## config.mk

```make
export PLATFORM = sky130hd
export DESIGN_NAME = publish_header_parser
export DESIGN_NICKNAME = d
export VERILOG_FILES = /design/src/sv/phr_pkg.sv /design/src/sv/phr_in_reg.sv /design/src/sv/phr_parser.sv /design/src/sv/phr_out_reg.sv /design/src/sv/publish_header_parser.sv
export SDC_FILE = /design/constraint.sdc
export NUM_CORES = 1
export LEC_CHECK = 0
export BUFFER_PORTS_ARGS = -buffer_cell sky130_fd_sc_hd__clkbuf_2
export CAP_MARGIN = 5
export CELL_PAD_IN_SITES_DETAIL_PLACEMENT = 1
export CELL_PAD_IN_SITES_GLOBAL_PLACEMENT = 1
export CORE_AREA = 2 2 236 238
export CTS_CLUSTER_DIAMETER = 30
export DETAILED_ROUTE_END_ITERATION = 8
export DIE_AREA = 0 0 238 240
export PLACE_DENSITY = 0.55
export SLEW_MARGIN = 20
export SYNTH_ARGS = -nofsm -noshare
export SYNTH_HDL_FRONTEND = slang
export SYNTH_SLANG_ARGS = --single-unit
```

## constraint.sdc

```tcl
create_clock -name clk_i -period 5.3 [get_ports clk_i]
set_input_delay 0.53 -clock clk_i [delete_from_list [all_inputs] [get_ports clk_i]]
set_output_delay 0.53 -clock clk_i [all_outputs]
set_load 0.01 [all_outputs]
```

## src/sv/phr_pkg.sv

```systemverilog
// phr_pkg: shared types and constants of the publish header parser
// depends on nothing; used by phr_in_reg, phr_parser, phr_out_reg and the top level
package phr_pkg;

  // length bytes allowed before the field counts as malformed, never above four
  localparam int MaxLengthBytes = 4;
  localparam int LenLimit = (MaxLengthBytes < 4) ? MaxLengthBytes : 4;

  localparam int ByteW = 8;
  localparam int LenW = 28;
  localparam int HalfW = 16;
  localparam int TdataW = 104;
  localparam int TuserW = 4;

  typedef enum logic [2:0] {
    PH_FIXED = 3'd0,
    PH_LEN   = 3'd1,
    PH_TLH   = 3'd2,
    PH_TLL   = 3'd3,
    PH_TOPIC = 3'd4,
    PH_IDH   = 3'd5,
    PH_IDL   = 3'd6,
    PH_PAY   = 3'd7
  } phase_e;

  typedef enum logic [2:0] {
    K_FIXED = 3'd0,
    K_LEN   = 3'd1,
    K_TLEN  = 3'd2,
    K_TOPIC = 3'd3,
    K_ID    = 3'd4,
    K_PAY   = 3'd5,
    K_BAD   = 3'd6
  } kind_e;

  typedef struct packed {
    logic [LenW-1:0]  payload_length;
    logic [HalfW-1:0] packet_id;
    logic [HalfW-1:0] topic_length;
    logic [LenW-1:0]  remaining_length;
    logic             retain_flag;
    logic [1:0]       qos_level;
    logic             dup_flag;
    logic [3:0]       packet_type;
    logic [ByteW-1:0] byte_out;
    logic             packet_end;
    logic             header_done;
    kind_e            byte_kind;
  } phr_result_t;

endpackage

```

## src/sv/phr_in_reg.sv

```systemverilog
// phr_in_reg: input register of the publish header parser, one byte deep
// depends on phr_pkg
module phr_in_reg (
  input  logic                     clk_i,
  input  logic                     rst_ni,
  input  logic                     s_valid_i,
  output logic                     s_ready_o,
  input  logic [phr_pkg::ByteW-1:0] s_byte_i,
  input  logic                     advance_i,
  output logic                     valid_o,
  output logic [phr_pkg::ByteW-1:0] byte_o
);
  import phr_pkg::*;

  logic             valid_q;
  logic [ByteW-1:0] byte_q;

  // a byte may enter while the held one moves on in the same cycle
  assign s_ready_o = !valid_q || advance_i;

  always_ff @(posedge clk_i or negedge rst_ni) begin
    if (!rst_ni) begin
      valid_q <= 1'b0;
    end else if (s_valid_i && s_ready_o) begin
      valid_q <= 1'b1;
    end else if (advance_i) begin
      valid_q <= 1'b0;
    end
  end

  always_ff @(posedge clk_i) begin
    if (s_valid_i && s_ready_o) begin
      byte_q <= s_byte_i;
    end
  end

  assign valid_o = valid_q;
  assign byte_o  = byte_q;

endmodule

```

## src/sv/phr_parser.sv

```systemverilog
// phr_parser: parse state and per-byte classification and field decode
// depends on phr_pkg; state moves only when advance_i is high
module phr_parser (
  input  logic                      clk_i,
  input  logic                      rst_ni,
  input  logic                      advance_i,
  input  logic [phr_pkg::ByteW-1:0] byte_i,
  output phr_pkg::phr_result_t      result_o
);
  import phr_pkg::*;

  phase_e           phase_q, phase_d;
  logic [7:0]       hdr_q, hdr_d;
  logic [LenW-1:0]  len_q, len_d;
  logic [2:0]       cnt_q, cnt_d;
  logic [LenW-1:0]  left_q, left_d;
  logic [HalfW-1:0] tlen_q, tlen_d;
  logic [HalfW-1:0] tleft_q, tleft_d;
  logic [HalfW-1:0] id_q, id_d;

  phase_e           nxt;
  kind_e            kind;
  logic             hdone;
  logic             pend;
  logic [LenW-1:0]  group;
  logic             qos_nz;
  logic [17:0]      var_len;
  logic [LenW-1:0]  plen;

  assign qos_nz = (hdr_q[2:1] != 2'd0);

  // current length group placed at its 7-bit offset
  always_comb begin
    unique case (cnt_q[1:0])
      2'd0:    group = LenW'(byte_i[6:0]);
      2'd1:    group = LenW'(byte_i[6:0]) << 7;
      2'd2:    group = LenW'(byte_i[6:0]) << 14;
      default: group = LenW'(byte_i[6:0]) << 21;
    endcase
  end

  always_comb begin
    phase_d = phase_q;
    hdr_d   = hdr_q;
    len_d   = len_q;
    cnt_d   = cnt_q;
    left_d  = left_q;
    tlen_d  = tlen_q;
    tleft_d = tleft_q;
    id_d    = id_q;
    nxt     = phase_q;
    kind    = K_BAD;
    hdone   = 1'b0;
    pend    = 1'b0;
    unique case (phase_q)
      PH_FIXED: begin
        hdr_d   = byte_i;
        len_d   = '0;
        cnt_d   = '0;
        left_d  = '0;
        tlen_d  = '0;
        tleft_d = '0;
        id_d    = '0;
        kind    = K_FIXED;
        phase_d = PH_LEN;
      end
      PH_LEN: begin
        if (cnt_q >= 3'(LenLimit)) begin
          kind    = K_BAD;
          phase_d = PH_FIXED;
        end else begin
          len_d = len_q | group;
          cnt_d = cnt_q + 3'd1;
          kind  = K_LEN;
          if (!byte_i[7]) begin
            left_d = len_d;
            if (len_d == '0) begin
              // zero remaining length cannot hold a publish header
              kind    = K_BAD;
              pend    = 1'b1;
              phase_d = PH_FIXED;
            end else begin
              phase_d = PH_TLH;
            end
          end
        end
      end
      PH_PAY: begin
        kind = K_PAY;
        if (left_q != '0) begin
          left_d = left_q - LenW'(1);
        end
        if (left_d == '0) begin
          pend    = 1'b1;
          phase_d = PH_FIXED;
        end
      end
      default: begin
        unique case (phase_q)
          PH_TLH: begin
            tlen_d = {byte_i, 8'h00};
            kind   = K_TLEN;
            nxt    = PH_TLL;
          end
          PH_TLL: begin
            tlen_d  = tlen_q | {8'h00, byte_i};
            tleft_d = tlen_d;
            kind    = K_TLEN;
            nxt     = (tleft_d != '0) ? PH_TOPIC : (qos_nz ? PH_IDH : PH_PAY);
          end
          PH_TOPIC: begin
            kind = K_TOPIC;
            if (tleft_q != '0) begin
              tleft_d = tleft_q - HalfW'(1);
            end
            nxt = (tleft_d != '0) ? PH_TOPIC : (qos_nz ? PH_IDH : PH_PAY);
          end
          PH_IDH: begin
            id_d = {byte_i, 8'h00};
            kind = K_ID;
            nxt  = PH_IDL;
          end
          default: begin
            id_d = id_q | {8'h00, byte_i};
            kind = K_ID;
            nxt  = PH_PAY;
          end
        endcase
        if (left_q != '0) begin
          left_d = left_q - LenW'(1);
        end
        hdone = (nxt == PH_PAY);
        if (left_d == '0) begin
          pend = 1'b1;
          // packet ran out before the variable header was complete
          if (nxt != PH_PAY) begin
            kind  = K_BAD;
            hdone = 1'b0;
          end
          phase_d = PH_FIXED;
        end else begin
          phase_d = nxt;
        end
      end
    endcase
  end

  // payload length = remaining length minus the variable header, floored at zero
  assign var_len = 18'd2 + 18'(tlen_d) + (qos_nz ? 18'd2 : 18'd0);

  always_comb begin
    plen = '0;
    if (hdone || kind == K_PAY) begin
      if (len_q >= LenW'(var_len)) begin
        plen = len_q - LenW'(var_len);
      end
    end
  end

  always_ff @(posedge clk_i or negedge rst_ni) begin
    if (!rst_ni) begin
      phase_q <= PH_FIXED;
      hdr_q   <= '0;
      len_q   <= '0;
      cnt_q   <= '0;
      left_q  <= '0;
      tlen_q  <= '0;
      tleft_q <= '0;
      id_q    <= '0;
    end else if (advance_i) begin
      phase_q <= phase_d;
      hdr_q   <= hdr_d;
      len_q   <= len_d;
      cnt_q   <= cnt_d;
      left_q  <= left_d;
      tlen_q  <= tlen_d;
      tleft_q <= tleft_d;
      id_q    <= id_d;
    end
  end

  always_comb begin
    result_o.byte_kind        = kind;
    result_o.header_done      = hdone;
    result_o.packet_end       = pend;
    result_o.byte_out         = byte_i;
    result_o.packet_type      = hdr_d[7:4];
    result_o.dup_flag         = hdr_d[3];
    result_o.qos_level        = hdr_d[2:1];
    result_o.retain_flag      = hdr_d[0];
    result_o.remaining_length = len_d;
    result_o.topic_length     = tlen_d;
    result_o.packet_id        = id_d;
    result_o.payload_length   = plen;
  end

endmodule

```

## src/sv/phr_out_reg.sv

```systemverilog
// phr_out_reg: result register of the publish header parser
// depends on phr_pkg; holds one result until the master side takes it
module phr_out_reg (
  input  logic                 clk_i,
  input  logic                 rst_ni,
  input  logic                 valid_i,
  output logic                 advance_o,
  input  phr_pkg::phr_result_t result_i,
  output logic                 m_valid_o,
  input  logic                 m_ready_i,
  output phr_pkg::phr_result_t result_o
);
  import phr_pkg::*;

  logic        valid_q;
  phr_result_t result_q;

  // load when empty or when the held result is taken in this cycle
  assign advance_o = valid_i && (!valid_q || m_ready_i);

  always_ff @(posedge clk_i or negedge rst_ni) begin
    if (!rst_ni) begin
      valid_q <= 1'b0;
    end else if (advance_o) begin
      valid_q <= 1'b1;
    end else if (m_ready_i) begin
      valid_q <= 1'b0;
    end
  end

  always_ff @(posedge clk_i) begin
    if (advance_o) begin
      result_q <= result_i;
    end
  end

  assign m_valid_o = valid_q;
  assign result_o  = result_q;

endmodule

```

## src/sv/publish_header_parser.sv

```systemverilog
// publish_header_parser: byte-stream parser for publish packet headers
// depends on phr_pkg, phr_in_reg, phr_parser and phr_out_reg
//
// channel  | dir | tdata                               | tuser            | tlast
// s_axis   | in  | data_byte                           | -                | -
// m_axis   | out | byte_out .. payload_length (104 b)  | byte_kind, hdone | packet_end
//
// one byte per cycle sustained while the master side does not stall; a byte's result reaches
// m_axis through the input register, then the result register, and the parse state is
// updated once per byte
// reset clears the parse state to expect a fixed header and empties both registers
// a stalled master side holds its result; one more byte is taken into the input
// register, after which s_axis_tready_o drops until the result moves on
module publish_header_parser (
  input  logic                        clk_i,
  input  logic                        rst_ni,
  input  logic                        s_axis_tvalid_i,
  output logic                        s_axis_tready_o,
  input  logic [phr_pkg::ByteW-1:0]   s_axis_tdata_i,   // [7:0] data_byte
  output logic                        m_axis_tvalid_o,
  input  logic                        m_axis_tready_i,
  // [7:0] byte_out, [11:8] packet_type, [12] dup_flag, [14:13] qos_level,
  // [15] retain_flag, [43:16] remaining_length, [59:44] topic_length,
  // [75:60] packet_id, [103:76] payload_length
  output logic [phr_pkg::TdataW-1:0]  m_axis_tdata_o,
  output logic [phr_pkg::TuserW-1:0]  m_axis_tuser_o,   // [2:0] byte_kind, [3] header_done
  output logic                        m_axis_tlast_o    // packet_end
);
  import phr_pkg::*;

  logic             in_valid;
  logic [ByteW-1:0] in_byte;
  logic             advance;
  phr_result_t      result;
  phr_result_t      out_result;

  phr_in_reg u_in_reg (
    .clk_i     (clk_i),
    .rst_ni    (rst_ni),
    .s_valid_i (s_axis_tvalid_i),
    .s_ready_o (s_axis_tready_o),
    .s_byte_i  (s_axis_tdata_i),
    .advance_i (advance),
    .valid_o   (in_valid),
    .byte_o    (in_byte)
  );

  phr_parser u_parser (
    .clk_i     (clk_i),
    .rst_ni    (rst_ni),
    .advance_i (advance),
    .byte_i    (in_byte),
    .result_o  (result)
  );

  phr_out_reg u_out_reg (
    .clk_i     (clk_i),
    .rst_ni    (rst_ni),
    .valid_i   (in_valid),
    .advance_o (advance),
    .result_i  (result),
    .m_valid_o (m_axis_tvalid_o),
    .m_ready_i (m_axis_tready_i),
    .result_o  (out_result)
  );

  assign m_axis_tdata_o = {out_result.payload_length, out_result.packet_id,
                           out_result.topic_length, out_result.remaining_length,
                           out_result.retain_flag, out_result.qos_level,
                           out_result.dup_flag, out_result.packet_type,
                           out_result.byte_out};
  assign m_axis_tuser_o = {out_result.header_done, out_result.byte_kind};
  assign m_axis_tlast_o = out_result.packet_end;

  // a fixed header byte never ends a packet or a header
  a_fixed_not_end: assert property (@(posedge clk_i) disable iff (!rst_ni)
    m_axis_tvalid_o && out_result.byte_kind == K_FIXED
      |-> !out_result.packet_end && !out_result.header_done)
    else $error("fixed header byte flagged as end");

  // header completion only on a variable header byte
  a_hdone_kind: assert property (@(posedge clk_i) disable iff (!rst_ni)
    m_axis_tvalid_o && out_result.header_done
      |-> out_result.byte_kind == K_TLEN || out_result.byte_kind == K_TOPIC ||
          out_result.byte_kind == K_ID)
    else $error("header_done on wrong byte kind");

  // payload length is reported only once the header is done
  a_plen_scope: assert property (@(posedge clk_i) disable iff (!rst_ni)
    m_axis_tvalid_o && out_result.payload_length != '0
      |-> out_result.header_done || out_result.byte_kind == K_PAY)
    else $error("payload length outside payload");

  // a byte waiting in the input register is not dropped while the result side stalls
  a_in_hold: assert property (@(posedge clk_i) disable iff (!rst_ni)
    in_valid && !advance |=> in_valid && $stable(in_byte))
    else $error("input byte lost during stall");

endmodule
```

==> insert_results.sql, run 1 <==
INSERT INTO impl_metrics (metric_group, metric, value, unit) VALUES
('outcome', 'outcome', 'completed', ''),
('cts', 'post-cts-setup-buffers', '0', ''),
('layout', 'final_cell_area', '16900', 'um2'),
('critical_path', 'cp.arrival', '5.42', 'ns'),
('route', 'avgRoutedWirePerCell', '21.4', 'um'),
('layout', 'num-fill-cells', '6273', ''),
('sta', 'worst_pin_slew', '0.926', 'ns'),
('logic_synthesis', 'async_set_reset_flop_share_out_of_synthesis', '50.6', '%'),
('layout', 'layout.nets', '1655', ''),
('placement', 'numPortBuffers', '122', ''),
('global_route', 'grt_use_total', '17.8', '%'),
('logic_synthesis', 'synth_nets', '1529', ''),
('cts', 'cts_tree', 'done', ''),
('sta', 'report.final.slew_viol_count', '0', ''),
('global_route', 'global_route_wire_length_before_repair', '78600', 'um'),
('logic_synthesis', 'postSynthCellCount', '1487', ''),
('logic_synthesis', 'seq_area_frac_synth', '48.1', '%'),
('floorplan', 'die_y', '240', 'um'),
('layout', 'multi_input_area', '6490', 'um2'),
('power_and_ir_drop', 'p_leak', '0.00690', 'uW'),
('sta', 'fin_crit', '4.97', 'ns'),
('critical_path', 'critical_path.cell_chain', 'or2_2 -> o211ai_1 -> inv_1 -> ha_1 -> ha_1 -> xnor2_1 -> xnor2_1 -> ha_1 -> o21a_1 -> o31a_1 -> or4_1 -> a311o_1 -> o311a_1 -> o41a_4 -> or4b_1 -> a31oi_1', ''),
('placement', 'place_hpwl', '35900', 'um'),
('logic_synthesis', 'synth.cell_area', '13500', 'um2'),
('critical_path', 'setup.worst_path.class', 'flip-flop to flip-flop', ''),
('floorplan', 'core.rowCount', '86', ''),
('placement', 'placed_cell_area', '15000', 'um2'),
('route', 'ratio_of_routed_vias_to_standard_cells', '5.16', ''),
('logic_synthesis', 'synth_top_flop_cell', 'sky130_fd_sc_hd__dfrtp_1', ''),
('critical_path', 'timing.critical_path.to_type', 'flip-flop', ''),
('sta', 'finalCritPeriodShare', '93.8', '%'),
('route', 'route.antenna.remaining_nets', '0', ''),
('cts', 'clk-insertion-delay-late', '0.60', 'ns'),
('sta', 'relSlewSlack', '38.3', '%'),
('cts', 'clock_tree.htree_level_count', '2', ''),
('sta', 'tns', '0', 'ns'),
('route', 'routed_wl', '50500', 'um'),
('cts', 'cts_inserted_buffers', '52', ''),
('critical_path', 'largest_fanout_on_the_critical_path', '13', ''),
('logic_synthesis', 'netlist_cell_types', '79', ''),
('floorplan', 'chipWidth', '238', 'um'),
('logic_synthesis', 'syn_avg_cell_area', '9.10', 'um2'),
('critical_path', 'critical_path.max_stage_delay', '0.50', 'ns'),
('placement', 'routabilityCongestion', '0.875', ''),
('layout', 'seq_cell_area', '6520', 'um2'),
('critical_path', 'worst_setup_path_start_kind', 'flip-flop', ''),
('flow_run', 'max_cap_viols', '0', ''),
('logic_synthesis', 'yosys_warn_count', '0', ''),
('layout', 'layout_cells_sized_above_1', '19.3', '%'),
('layout', 'synthToLayoutAreaGrowth', '25.1', '%'),
('global_route', 'grt_pass1_vias', '12800', ''),
('floorplan', 'floorplan.io_pins', '123', ''),
('sta', 'unrepaired_setup_endpoints_after_global_routing', 'false', ''),
('cts', 'numClockSinks', '237', ''),
('cts', 'cts-root-to-sink-buffers', '3', ''),
('route', 'detailroute.via_count', '12200', ''),
('logic_synthesis', 'synth_edf_count', '117', ''),
('floorplan', 'coreArea', '54700', 'um2'),
('route', 'drt_iter0_markers', '736', ''),
('power_and_ir_drop', 'post-layout-total-power', '10000', 'uW'),
('route', 'post_route_drc', '0', ''),
('route', 'drt_pass1_iterations', '4', ''),
('critical_path', 'required', '5.75', 'ns'),
('hold_path', 'min-delay-path-class', 'primary input to flip-flop', ''),
('critical_path', 'critPathSlowestCell', 'sky130_fd_sc_hd__or4b_1', ''),
('logic_synthesis', 'postSynthRegisterBits', '237', ''),
('cts', 'root_buffer', 'sky130_fd_sc_hd__clkbuf_16', ''),
('sta', 'worst_clock_skew', '0.0197', 'ns'),
('critical_path', 'cp_common_cell', 'sky130_fd_sc_hd__ha_1', ''),
('floorplan', 'floorplan.die_area', '57100', 'um2'),
('sta', 'setup-violations-final', '0', ''),
('sta', 'timing.final.hold_violations', '0', ''),
('global_route', 'globalRouteOverflowTotal', '0', ''),
('cts', 'clk_pin_slew_worst_paths', '0.05', 'ns'),
('global_route', 'largest_net_degree_at_the_start_of_global_routing', '71', ''),
('power_and_ir_drop', 'power_density', '592', 'nW/um2'),
('sta', 'fmaxAchievable', '201', 'MHz'),
('power_and_ir_drop', 'max-vdd-ir-drop', '0.000276', 'V'),
('layout', 'insertedDiodeCount', '0', ''),
('floorplan', 'start_util', '24.8', '%'),
('global_route', 'antenna_found_initial', '1', '');
## routing by layer
layer | part of all wire (%) | track usage (%) | routed length (um)
met4 | 3.0 | 6.50 | 1510
met2 | 46 | 28.2 | 23100
met3 | 4.3 | 3.02 | 2190
met5 | 0 | 0 | 0
met1 | 47 | 24.3 | 23700
## cell type report
| type | count | share of cell area [%] |
|---|---|---|
| well taps | 704 | 5.20 |
| repair buffers | 168 | 5.75 |
| clock inverters | 39 | 2.96 |
| clock buffers | 58 | 8.12 |
| flip-flops and latches | 237 | 38.5 |
| inverters | 50 | 1.14 |
| multi-input cells | 1104 | 38.3 |
## flip-flops by register name, indices dropped and copies added, names as in the netlist
name                 flops
u_out_reg.result_o     109
u_parser.left_q         28
u_parser.len_q          28
u_parser.id_q           16
u_parser.tleft_q        16
u_parser.tlen_q         16
u_in_reg.byte_o          8
u_parser.hdr_q           8
u_parser.cnt_q           3
u_parser.phase_q         3
u_in_reg.valid_o         1
u_out_reg.m_valid_o      1
## critical path: cells and delay by family (launching register included)
family	cells	cell delay (ns)
compound gates	7	1.66
xor+xnor	2	0.35
fa+ha+maj	3	0.96
buf+inv	1	0.12
flops	1	0.42
simple gates	3	1.32
## synth_stat cells (6+ instances only)
cell type / count / area, um2
sky130_fd_sc_hd__a21oi_1: 109 / 546
sky130_fd_sc_hd__nand2b_1: 6 / 37.5
sky130_fd_sc_hd__or4_1: 16 / 120
sky130_fd_sc_hd__or3_1: 10 / 62.6
sky130_fd_sc_hd__o21a_1: 14 / 105
sky130_fd_sc_hd__o31a_1: 6 / 52.6
sky130_fd_sc_hd__nand2_1: 195 / 732
sky130_fd_sc_hd__nor4_1: 29 / 181
sky130_fd_sc_hd__inv_1: 49 / 184
sky130_fd_sc_hd__xor2_1: 15 / 131
sky130_fd_sc_hd__edfxtp_1: 117 / 3510
sky130_fd_sc_hd__o211ai_1: 10 / 75.1
sky130_fd_sc_hd__a31oi_1: 31 / 194
sky130_fd_sc_hd__buf_1: 8 / 30.0
sky130_fd_sc_hd__ha_1: 29 / 363
sky130_fd_sc_hd__or2_2: 17 / 106
sky130_fd_sc_hd__nor2_1: 162 / 608
sky130_fd_sc_hd__and3_1: 12 / 75.1
sky130_fd_sc_hd__dfrtp_1: 120 / 3000
sky130_fd_sc_hd__nor3_1: 36 / 180
sky130_fd_sc_hd__nor2b_1: 10 / 62.6
sky130_fd_sc_hd__o22ai_1: 10 / 62.6
sky130_fd_sc_hd__o32a_1: 7 / 70.1
sky130_fd_sc_hd__o21ai_0: 132 / 661
sky130_fd_sc_hd__a22o_1: 25 / 219
sky130_fd_sc_hd__a21o_1: 9 / 67.6
sky130_fd_sc_hd__nand3_1: 34 / 170
sky130_fd_sc_hd__o31ai_1: 9 / 67.6
sky130_fd_sc_hd__nand4_1: 19 / 119
sky130_fd_sc_hd__buf_2: 10 / 50.1
sky130_fd_sc_hd__and2_1: 6 / 37.5
sky130_fd_sc_hd__mux2_2: 21 / 236
sky130_fd_sc_hd__clkbuf_1: 76 / 285
sky130_fd_sc_hd__a211oi_1: 9 / 67.6
sky130_fd_sc_hd__xnor2_1: 31 / 272
## repair_timing
item | CTS | global route
endpoints found under the setup margin | 0 | 28
hold buffers | 1 | 0
gates resized for setup | 0 | 7
hold endpoints to repair | 26 | 0
## path summary, 6_finish.rpt
| path | slack (ns) | depth (start not counted) | startpoint | end |
|---|---|---|---|---|
| setup / recovery | 0.33 | 16 | u_parser.phase_q[2]$_DFFE_PN0P_ | u_out_reg.result_o[98]$_SDFFCE_PN0P_ |
| min in group asynchronous | 0.41 | 2 | rst_ni | u_parser.id_q[3]$_DFFE_PN0P_ |
| max in group asynchronous | 3.74 | 3 | rst_ni | u_parser.len_q[3]$_DFFE_PN0P_ |
| setup reg to reg | 0.33 | 16 | u_parser.phase_q[2]$_DFFE_PN0P_ | u_out_reg.result_o[98]$_SDFFCE_PN0P_ |
| hold / removal | 0.12 | 1 | s_axis_tdata_i[1] | u_in_reg.byte_o[1]$_DFFE_PP_ |
| hold reg to reg | 0.51 | 1 | u_parser.hdr_q[5]$_DFFE_PN0P_ | u_parser.hdr_q[5]$_DFFE_PN0P_ |
## stage by stage
step	setup slack, ns	utilization [%]	instances	hold slack [ns]
floorplan	0.422	-	1487	0.234
global placement	0.355	27.5	2262	0.489
detailed placement	0.250	27.5	2262	0.498
CTS	0.226	30.9	2360	0.0924
global route	0.0143	31.0	2360	0.104
finish	0.330	31.0	2360	0.119
## placed cells by master (no fill, tap or decap), drive strengths merged, types with 34 or more instances in the layout
master,instances
edfxtp,117
buf,46
inv,59
nand3,34
dfrtp,120
nand2,195
o21ai,135
nor2,162
a21oi,109
nor3,36
clkbuf,179
## power breakdown
group | leakage (uW) | internal, uW | switching, uW
logic | 0.00331 | 1350 | 2110
clock network | 0.000891 | 2240 | 1180
registers | 0.00270 | 2620 | 521
total | 0.00690 | 6210 | 3810
## cell families (layout without fill, tap and decap cells)
logic type                 after synthesis  count (layout)  synth area share, %
DFF                                    237             237                 48.1
AOI/OAI and AO/OA                      430             430                 19.9
adders and majority gates               30              30                 2.83
other                                    1               1               0.0277
and+or+nand+nor                        574             574                 20.0
xor gates and xnor gates                46              46                 2.98
buffers and inverters                  146             315                 4.22
muxes                                   23              23                 1.90
(Power assumes the default switching activity.)
==> inputs of run 2 (changes only) <==
Settings changed: ABC_AREA set to 1, PLACE_DENSITY 0.55 to 0.56.
==> run 2 against run 1 <==
Cell area rose by 2.7%. Clock skew grew 0.0051 ns. Combinational power rose by 60%. Worst setup slack improved by 0.11 ns. Die area is the same. Critical endpoint is now u_out_reg.result_o[99]$_SDFFCE_PN0P_. Register-to-register slack improved by 0.11 ns. Largest cell class unchanged. First-iteration DRC count is 34% lower. Global-route usage fell by 0.67 points. Utilization grew 0.82 points. Flip-flop and latch count stayed put. Fmax up 2.2%. Largest power group unchanged.
==> insert_results.sql, run 2 <==
INSERT INTO impl_metrics (metric_group, metric, value, unit) VALUES
('critical_path', 'worstPathBufferInverterCount', '2', ''),
('global_route', 'global_route_wire_length_before_repair', '74900', 'um'),
('logic_synthesis', 'yosys.cell_count.top_type', 'sky130_fd_sc_hd__nand2_1', ''),
('critical_path', 'critPathSlowestCell', 'sky130_fd_sc_hd__dfrtp_2', ''),
('route', 'route.antenna.remaining_nets', '0', ''),
('logic_synthesis', 'synth_nets', '1704', ''),
('logic_synthesis', 'postSynthRegisterBits', '237', ''),
('critical_path', 'worst_setup_path_start_kind', 'flip-flop', ''),
('critical_path', 'cp.arrival', '5.19', 'ns'),
('layout', 'commonest_non_fill_non_tap_cells_in_the_layout', 'sky130_fd_sc_hd__nand2_1 (353), sky130_fd_sc_hd__inv_1 (215), sky130_fd_sc_hd__nor2_1 (210)', ''),
('placement', 'placed_cell_area', '15000', 'um2'),
('critical_path', 'crit-reg2reg-launch', 'u_parser.phase_q[2]$_DFFE_PN0P_', ''),
('sta', 'fin_crit', '4.86', 'ns'),
('logic_synthesis', 'synth_top_cells_by_area', 'sky130_fd_sc_hd__edfxtp_1 (26%), sky130_fd_sc_hd__dfrtp_1 (22%), sky130_fd_sc_hd__nand2_1 (9.9%)', ''),
('cts', 'clk_pin_slew_worst_paths', '0.05', 'ns'),
('floorplan', 'floorplan.die_area', '57100', 'um2'),
('sta', 'setup-violations-final', '0', ''),
('cts', 'cts_tree', 'done', ''),
('critical_path', 'required', '5.62', 'ns'),
('critical_path', 'setup.worst_path.class', 'flip-flop to flip-flop', ''),
('layout', 'layout.nets', '1876', ''),
('critical_path', 'setup.reg_to_reg.worst_slack', '0.44', 'ns'),
('global_route', 'globalRouteOverflowTotal', '0', ''),
('outcome', 'outcome', 'completed', ''),
('layout', 'insertedDiodeCount', '0', ''),
('sta', 'worst_pin_slew', '1.10', 'ns'),
('route', 'routed_wl', '48400', 'um'),
('critical_path', 'cp_common_cell', 'sky130_fd_sc_hd__nand2_1', ''),
('power_and_ir_drop', 'internal_portion_of_total_power', '7250', 'uW'),
('power_and_ir_drop', 'part_of_the_total_power_dissipated_in_combinational_logic', '43.7', '%'),
('layout', 'final_cell_area', '17400', 'um2'),
('route', 'avgRoutedWirePerCell', '18.7', 'um'),
('placement', 'place_hpwl', '36200', 'um'),
('sta', 'report.final.slew_viol_count', '0', ''),
('logic_synthesis', 'postSynthCellCount', '1662', ''),
('critical_path', 'critical_path.max_stage_delay', '0.46', 'ns'),
('critical_path', 'cp_top_family', 'simple AND/OR/NAND/NOR gates', ''),
('logic_synthesis', 'synth_top_flop_cell', 'sky130_fd_sc_hd__dfrtp_1', ''),
('floorplan', 'chipWidth', '238', 'um'),
('logic_synthesis', 'yosys_warn_count', '0', ''),
('power_and_ir_drop', 'power_switching', '5400', 'uW'),
('power_and_ir_drop', 'power.switching_fraction', '42.7', '%'),
('floorplan', 'floorplan.io_pins', '123', ''),
('critical_path', 'timing.critical_path.from', 'u_parser.phase_q[2]$_DFFE_PN0P_', ''),
('route', 'drt_pass1_iterations', '4', ''),
('power_and_ir_drop', 'max-vdd-ir-drop', '0.000289', 'V'),
('layout', 'mostFrequentLayoutCell', 'sky130_fd_sc_hd__nand2_1', ''),
('floorplan', 'coreArea', '54700', 'um2'),
('power_and_ir_drop', 'p_leak', '0.00790', 'uW'),
('critical_path', 'largest_fanout_on_the_critical_path', '28', ''),
('cts', 'clk-insertion-delay-late', '0.58', 'ns'),
('sta', 'finalCritPeriodShare', '91.8', '%'),
('route', 'drt_iter0_markers', '487', ''),
('critical_path', 'worst_setup_path_endpoint', 'u_out_reg.result_o[99]$_SDFFCE_PN0P_', ''),
('global_route', 'grt_pass1_vias', '13000', ''),
('logic_synthesis', 'synth_edf_count', '117', ''),
('logic_synthesis', 'synth.cell_area', '13500', 'um2'),
('route', 'detailroute.via_count', '12100', ''),
('placement', 'routabilityCongestion', '0.874', ''),
('cts', 'cts_inserted_buffers', '68', ''),
('power_and_ir_drop', 'power_density', '728', 'nW/um2'),
('floorplan', 'die_y', '240', 'um'),
('cts', 'post_cts_hold_buffer_count', '0', ''),
('critical_path', 'ff2ff_path_depth', '26', ''),
('layout', 'fin_util', '31.8', '%'),
('sta', 'relSlewSlack', '26.8', '%'),
('critical_path', 'rr_endpoint', 'u_out_reg.result_o[99]$_SDFFCE_PN0P_', ''),
('sta', 'timing.final.ws_setup', '0.435', 'ns'),
('floorplan', 'core.rowCount', '86', ''),
('sta', 'timing.final.hold_violations', '0', ''),
('cts', 'numClockSinks', '237', ''),
('power_and_ir_drop', 'clkPwrFrac', '32.6', '%'),
('logic_synthesis', 'syn_avg_cell_area', '8.10', 'um2'),
('route', 'ratio_of_routed_vias_to_standard_cells', '4.68', ''),
('placement', 'numPortBuffers', '122', ''),
('logic_synthesis', 'netlist_cell_types', '47', ''),
('layout', 'synthToLayoutAreaGrowth', '29.1', '%'),
('hold_path', 'min-delay-path-class', 'primary input to asynchronous set/reset pin', ''),
('logic_synthesis', 'seq_area_frac_synth', '48.4', '%'),
('logic_synthesis', 'synth_top_cell_area_share', '26.1', '%'),
('placement', 'placement.setup.worst_slack', '0.193', 'ns'),
('logic_synthesis', 'synth_top_cell_by_area', 'sky130_fd_sc_hd__edfxtp_1', ''),
('global_route', 'grt_use_total', '17.1', '%'),
('layout', 'largest_reg_flops', '109', ''),
('cts', 'clock_tree.htree_level_count', '3', ''),
('power_and_ir_drop', 'sequentialPowerShare', '23.7', '%'),
('logic_synthesis', 'async_set_reset_flop_share_out_of_synthesis', '50.6', '%'),
('critical_path', 'timing.critical_path.to_type', 'flip-flop', ''),
('sta', 'worst_clock_skew', '0.0248', 'ns'),
('global_route', 'largest_net_degree_at_the_start_of_global_routing', '97', ''),
('global_route', 'antenna_found_initial', '1', ''),
('sta', 'unrepaired_setup_endpoints_after_global_routing', 'true', ''),
('flow_run', 'max_cap_viols', '0', ''),
('floorplan', 'start_util', '24.6', '%'),
('cts', 'cts-root-to-sink-buffers', '3', ''),
('logic_synthesis', 'yosys-top-cells-count', 'sky130_fd_sc_hd__nand2_1 (354), sky130_fd_sc_hd__inv_1 (216), sky130_fd_sc_hd__nor2_1 (213), sky130_fd_sc_hd__o21ai_0 (161), sky130_fd_sc_hd__dfrtp_1 (120)', ''),
('cts', 'root_buffer', 'sky130_fd_sc_hd__clkbuf_16', ''),
('layout', 'layout_cells_sized_above_1', '16.6', '%'),
('route', 'post_route_drc', '0', ''),
('sta', 'fmaxAchievable', '206', 'MHz'),
('critical_path', 'crit_cells', '26', '');
[run 2: worst min-delay path by stage]
stage                                     from                               to  slack [ns]  cells after the start
4_1_cts                                 rst_ni     u_parser.id_q[3]$_DFFE_PN0P_        0.05                      1
6_report                                rst_ni     u_parser.id_q[3]$_DFFE_PN0P_        0.05                      1
3_5_place_dp   u_parser.tlen_q[11]$_DFFE_PN0P_  u_parser.tlen_q[11]$_DFFE_PN0P_        0.52                      2
2_1_floorplan                           rst_ni     u_in_reg.valid_o$_DFFE_PN0P_        0.23                      0
3_3_place_gp   u_parser.tlen_q[11]$_DFFE_PN0P_  u_parser.tlen_q[11]$_DFFE_PN0P_        0.50                      2
5_1_grt                                 rst_ni    u_parser.id_q[15]$_DFFE_PN0P_        0.09                      1
[run 2: routing by layer]
metal | vias up | GRT usage (%) | wire length [um]
met3 | 100 | 3.40 | 1790
li1 | 5856 | - | -
met5 | - | 0 | 0
met4 | 0 | 5.93 | 1370
met1 | 5918 | 21.6 | 21900
met2 | 242 | 29.1 | 23300
[run 2: cell families after synthesis]
logic type | Yosys count | share of synthesized area [%]
AOI/OAI and AO/OA | 319 | 13.4
xor gates and xnor gates | 79 | 5.14
adders and majority gates | 30 | 2.84
buffers and inverters | 278 | 7.81
DFF | 237 | 48.4
other | 1 | 0.0278
and+or+nand+nor | 718 | 22.4
[run 2: power groups by stage]
stage          Combinational, uW  Clock, uW  Sequential, uW
2_1_floorplan               3610          0            3030
3_3_place_gp                5430          0            3020
3_5_place_dp                5500          0            3030
4_1_cts                     5550       4200            3010
5_1_grt                     6220       4310            3070
6_report                    5530       4120            3000
[run 2: layout make-up]
cell class              instances  area (um2)
fillers                      6472       37300
flip-flops and latches        237        6520
multi-input cells            1147        5940
clock buffers                  82        1870
well taps                     704         881
repair buffers                154         866
inverters                     226         856
clock inverters                41         455
[run 2: metrics by stage]
stage                     setup TNS (ns)  instances  hold slack (ns)  total power, uW
after floorplan                        0       1662            0.234             6640
after global placement                 0       2466            0.503             8450
after detailed placement               0       2466            0.518             8530
after CTS                              0       2589           0.0481            12800
after global routing            -0.00612       2591           0.0894            13600
final                                  0       2591           0.0501            12700
[run 2: repair_timing]
item | CTS | global route
endpoints found under the hold margin | 0 | 0
resized for setup | 0 | 11
setup endpoints to repair | 0 | 28
buffers inserted | 0 | 2
==> inputs of run 3 (changes only) <==
Clock period 5.3 ns to 5.8 ns, I/O delays scaled along.
==> run 3 against run 2 <==
Combinational power decreased by 11%. Worst hold slack got worse by 0.038 ns. Utilization decreased by 0.35 points. Critical path depth decreased by 3. Register-to-register slack improved by 0.15 ns. Clock-buffer cell count decreased by 1.
==> insert_results.sql, run 3 (synthesized netlist as in run 2, its figures left out) <==
INSERT INTO impl_metrics (metric_group, metric, value, unit) VALUES
('global_route', 'largest_net_degree_at_the_start_of_global_routing', '92', ''),
('cts', 'cts_repair_resize_count', '0', ''),
('floorplan', 'floorplan.die_area', '57100', 'um2'),
('cts', 'root_buffer', 'sky130_fd_sc_hd__clkbuf_16', ''),
('critical_path', 'cp_common_cell', 'sky130_fd_sc_hd__nor2_1', ''),
('global_route', 'globalRouteOverflowTotal', '0', ''),
('route', 'drt_pass1_iterations', '5', ''),
('route', 'ratio_of_routed_vias_to_standard_cells', '4.69', ''),
('critical_path', 'worst_setup_path_start_kind', 'flip-flop', ''),
('critical_path', 'rr_endpoint', 'u_out_reg.result_o[82]$_SDFFCE_PN0P_', ''),
('power_and_ir_drop', 'power_density', '660', 'nW/um2'),
('route', 'post_route_drc', '0', ''),
('power_and_ir_drop', 'clkPwrFrac', '32.2', '%'),
('route', 'route.antenna.remaining_nets', '0', ''),
('layout', 'post_layout_cell_count', '2580', ''),
('critical_path', 'critical_path.max_stage_delay', '0.56', 'ns'),
('sta', 'fmaxAchievable', '192', 'MHz'),
('placement', 'routabilityCongestion', '0.865', ''),
('cts', 'post_cts_hold_buffer_count', '0', ''),
('sta', 'report.final.slew_viol_count', '0', ''),
('layout', 'layout.nets', '1864', ''),
('sta', 'timing.final.hold_violations', '0', ''),
('layout', 'mostFrequentLayoutCell', 'sky130_fd_sc_hd__nand2_1', ''),
('cts', 'clk-insertion-delay-late', '0.60', 'ns'),
('cts', 'post-cts-setup-buffers', '0', ''),
('power_and_ir_drop', 'power_switching', '4950', 'uW'),
('critical_path', 'critical_path.cell_chain', 'nand3_2 -> nand2_2 -> inv_2 -> o21ai_2 -> nand2_1 -> nor2_1 -> nand2_1 -> xor2_1 -> or2_1 -> nor2_1 -> nand2_1 -> xor2_1 -> ha_1 -> a21oi_1 -> nor2_1 -> a211oi_1 -> o31ai_1 -> a21oi_1 -> nor2_1 -> nor2_1 -> o2111ai_1 -> nand2_4 -> nor2_1', ''),
('sta', 'setup-violations-final', '0', ''),
('power_and_ir_drop', 'power.switching_fraction', '43.6', '%'),
('layout', 'commonest_non_fill_non_tap_cells_in_the_layout', 'sky130_fd_sc_hd__nand2_1 (354), sky130_fd_sc_hd__inv_1 (215), sky130_fd_sc_hd__nor2_1 (211)', ''),
('cts', 'clock_tree.htree_level_count', '3', ''),
('cts', 'cts_tree', 'done', ''),
('floorplan', 'chipWidth', '238', 'um'),
('critical_path', 'setup.worst_path.class', 'flip-flop to flip-flop', ''),
('sta', 'fin_worst_hold_slack', '0.0116', 'ns'),
('sta', 'unrepaired_setup_endpoints_after_global_routing', 'false', ''),
('sta', 'relSlewSlack', '30.2', '%'),
('flow_run', 'max_cap_viols', '0', ''),
('route', 'avgRoutedWirePerCell', '18.5', 'um'),
('placement', 'place_hpwl', '35900', 'um'),
('layout', 'layout_cells_sized_above_1', '15.5', '%'),
('critical_path', 'crit-reg2reg-launch', 'u_parser.phase_q[0]$_DFFE_PN0P_', ''),
('placement', 'numPortBuffers', '122', ''),
('floorplan', 'die_y', '240', 'um'),
('floorplan', 'core.rowCount', '86', ''),
('layout', 'final_cell_area', '17200', 'um2'),
('placement', 'place_inst', '2458', ''),
('critical_path', 'ff2ff_path_depth', '23', ''),
('sta', 'worst_clock_skew', '0.0369', 'ns'),
('critical_path', 'required', '6.11', 'ns'),
('global_route', 'global_route_wire_length_before_repair', '74700', 'um'),
('cts', 'clk_pin_slew_worst_paths', '0.05', 'ns'),
('global_route', 'antenna_found_initial', '1', ''),
('power_and_ir_drop', 'sequentialPowerShare', '24.2', '%'),
('placement', 'placed_cell_area', '14900', 'um2'),
('power_and_ir_drop', 'internal_portion_of_total_power', '6390', 'uW'),
('power_and_ir_drop', 'part_of_the_total_power_dissipated_in_combinational_logic', '43.6', '%'),
('critical_path', 'cp_top_family', 'simple AND/OR/NAND/NOR gates', ''),
('sta', 'finalCritPeriodShare', '89.8', '%'),
('route', 'drt_iter0_markers', '515', ''),
('cts', 'cts-root-to-sink-buffers', '3', ''),
('critical_path', 'cp.arrival', '5.52', 'ns'),
('sta', 'worst_pin_slew', '1.05', 'ns'),
('floorplan', 'start_util', '24.6', '%'),
('layout', 'synthToLayoutAreaGrowth', '27.6', '%'),
('global_route', 'grt_use_total', '17.0', '%'),
('hold_path', 'min-delay-path-class', 'primary input to asynchronous set/reset pin', ''),
('critical_path', 'timing.critical_path.to_type', 'flip-flop', ''),
('floorplan', 'floorplan.io_pins', '123', ''),
('outcome', 'outcome', 'completed', ''),
('critical_path', 'worstPathBufferInverterCount', '1', ''),
('route', 'routed_wl', '47800', 'um'),
('critical_path', 'critPathSlowestCell', 'sky130_fd_sc_hd__dfrtp_1', ''),
('layout', 'largest_reg_flops', '109', ''),
('sta', 'fin_crit', '5.21', 'ns'),
('route', 'detailroute.via_count', '12100', ''),
('cts', 'numClockSinks', '237', ''),
('critical_path', 'largest_fanout_on_the_critical_path', '28', ''),
('floorplan', 'coreArea', '54700', 'um2'),
('power_and_ir_drop', 'max-vdd-ir-drop', '0.000277', 'V'),
('global_route', 'grt_pass1_vias', '12900', ''),
('cts', 'cts_inserted_buffers', '66', ''),
('layout', 'insertedDiodeCount', '0', ''),
('power_and_ir_drop', 'p_leak', '0.00782', 'uW'),
('sta', 'tns', '0', 'ns'),
('critical_path', 'setup.reg_to_reg.worst_slack', '0.59', 'ns');
run 3: layout make-up:
type	instances	area (um2)
tap	704	881
fill	6494	37500
timing repair buffer	144	778
sequential	237	6520
clock buffer	81	1810
inverter	226	856
multi-input combinational	1147	5910
clock inverter	41	438
run 3: worst max-delay path by stage:
stage                                         start                                     to  slack, ns  cells after the start
detailed placement  u_parser.phase_q[0]$_DFFE_PN0P_  u_out_reg.result_o[107]$_SDFFCE_PN0P_       0.47                     26
floorplan                           m_axis_tready_i        u_out_reg.result_o[0]$_DFFE_PP_       0.98                      6
global route        u_parser.phase_q[0]$_DFFE_PN0P_  u_out_reg.result_o[106]$_SDFFCE_PN0P_       0.03                     27
finish              u_parser.phase_q[0]$_DFFE_PN0P_   u_out_reg.result_o[82]$_SDFFCE_PN0P_       0.59                     23
global placement    u_parser.phase_q[0]$_DFFE_PN0P_  u_out_reg.result_o[106]$_SDFFCE_PN0P_       0.79                     27
CTS                 u_parser.phase_q[0]$_DFFE_PN0P_   u_out_reg.result_o[82]$_SDFFCE_PN0P_       0.44                     26
run 3: per-layer routing:
| layer | part of all wire, % | vias to the layer above | track usage (%) |
|---|---|---|---|
| li1 | - | 5839 | - |
| met1 | 46 | 5948 | 21.7 |
| met2 | 48 | 228 | 28.8 |
| met3 | 3.4 | 89 | 3.25 |
| met4 | 2.9 | 0 | 6.12 |
| met5 | 0 | - | 0 |
run 3: worst register-to-register path: stages (launching register included):
cell                        delay, ns
sky130_fd_sc_hd__dfrtp_1         0.56
sky130_fd_sc_hd__nand3_2         0.23
sky130_fd_sc_hd__nand2_2         0.32
sky130_fd_sc_hd__inv_2           0.13
sky130_fd_sc_hd__o21ai_2         0.28
sky130_fd_sc_hd__nand2_1         0.12
sky130_fd_sc_hd__nor2_1          0.19
sky130_fd_sc_hd__nand2_1         0.09
sky130_fd_sc_hd__xor2_1          0.19
sky130_fd_sc_hd__or2_1           0.26
sky130_fd_sc_hd__nor2_1          0.18
sky130_fd_sc_hd__nand2_1         0.10
sky130_fd_sc_hd__xor2_1          0.17
sky130_fd_sc_hd__ha_1            0.34
sky130_fd_sc_hd__a21oi_1         0.20
sky130_fd_sc_hd__nor2_1          0.06
sky130_fd_sc_hd__a211oi_1        0.29
sky130_fd_sc_hd__o31ai_1         0.15
sky130_fd_sc_hd__a21oi_1         0.21
sky130_fd_sc_hd__nor2_1          0.07
sky130_fd_sc_hd__nor2_1          0.18
sky130_fd_sc_hd__o2111ai_1       0.19
sky130_fd_sc_hd__nand2_4         0.31
sky130_fd_sc_hd__nor2_1          0.09
run 3: per-stage QoR:
stage | setup slack (ns) | total power (uW) | util (%)
after detailed placement | 0.475 | 7720 | 27.3
after floorplan | 0.979 | 6070 | -
after CTS | 0.445 | 11500 | 31.4
final | 0.590 | 11300 | 31.4
after global placement | 0.793 | 7640 | 27.3
after global routing | 0.0261 | 12200 | 31.4
run 3: power by group through the flow:
| stage | logic [uW] | registers [uW] | clock network (uW) |
|---|---|---|---|
| after global routing | 5620 | 2800 | 3810 |
| after detailed placement | 4950 | 2770 | 0 |
| after floorplan | 3300 | 2770 | 0 |
| final | 4940 | 2750 | 3650 |
| after CTS | 5010 | 2760 | 3720 |
| after global placement | 4880 | 2760 | 0 |
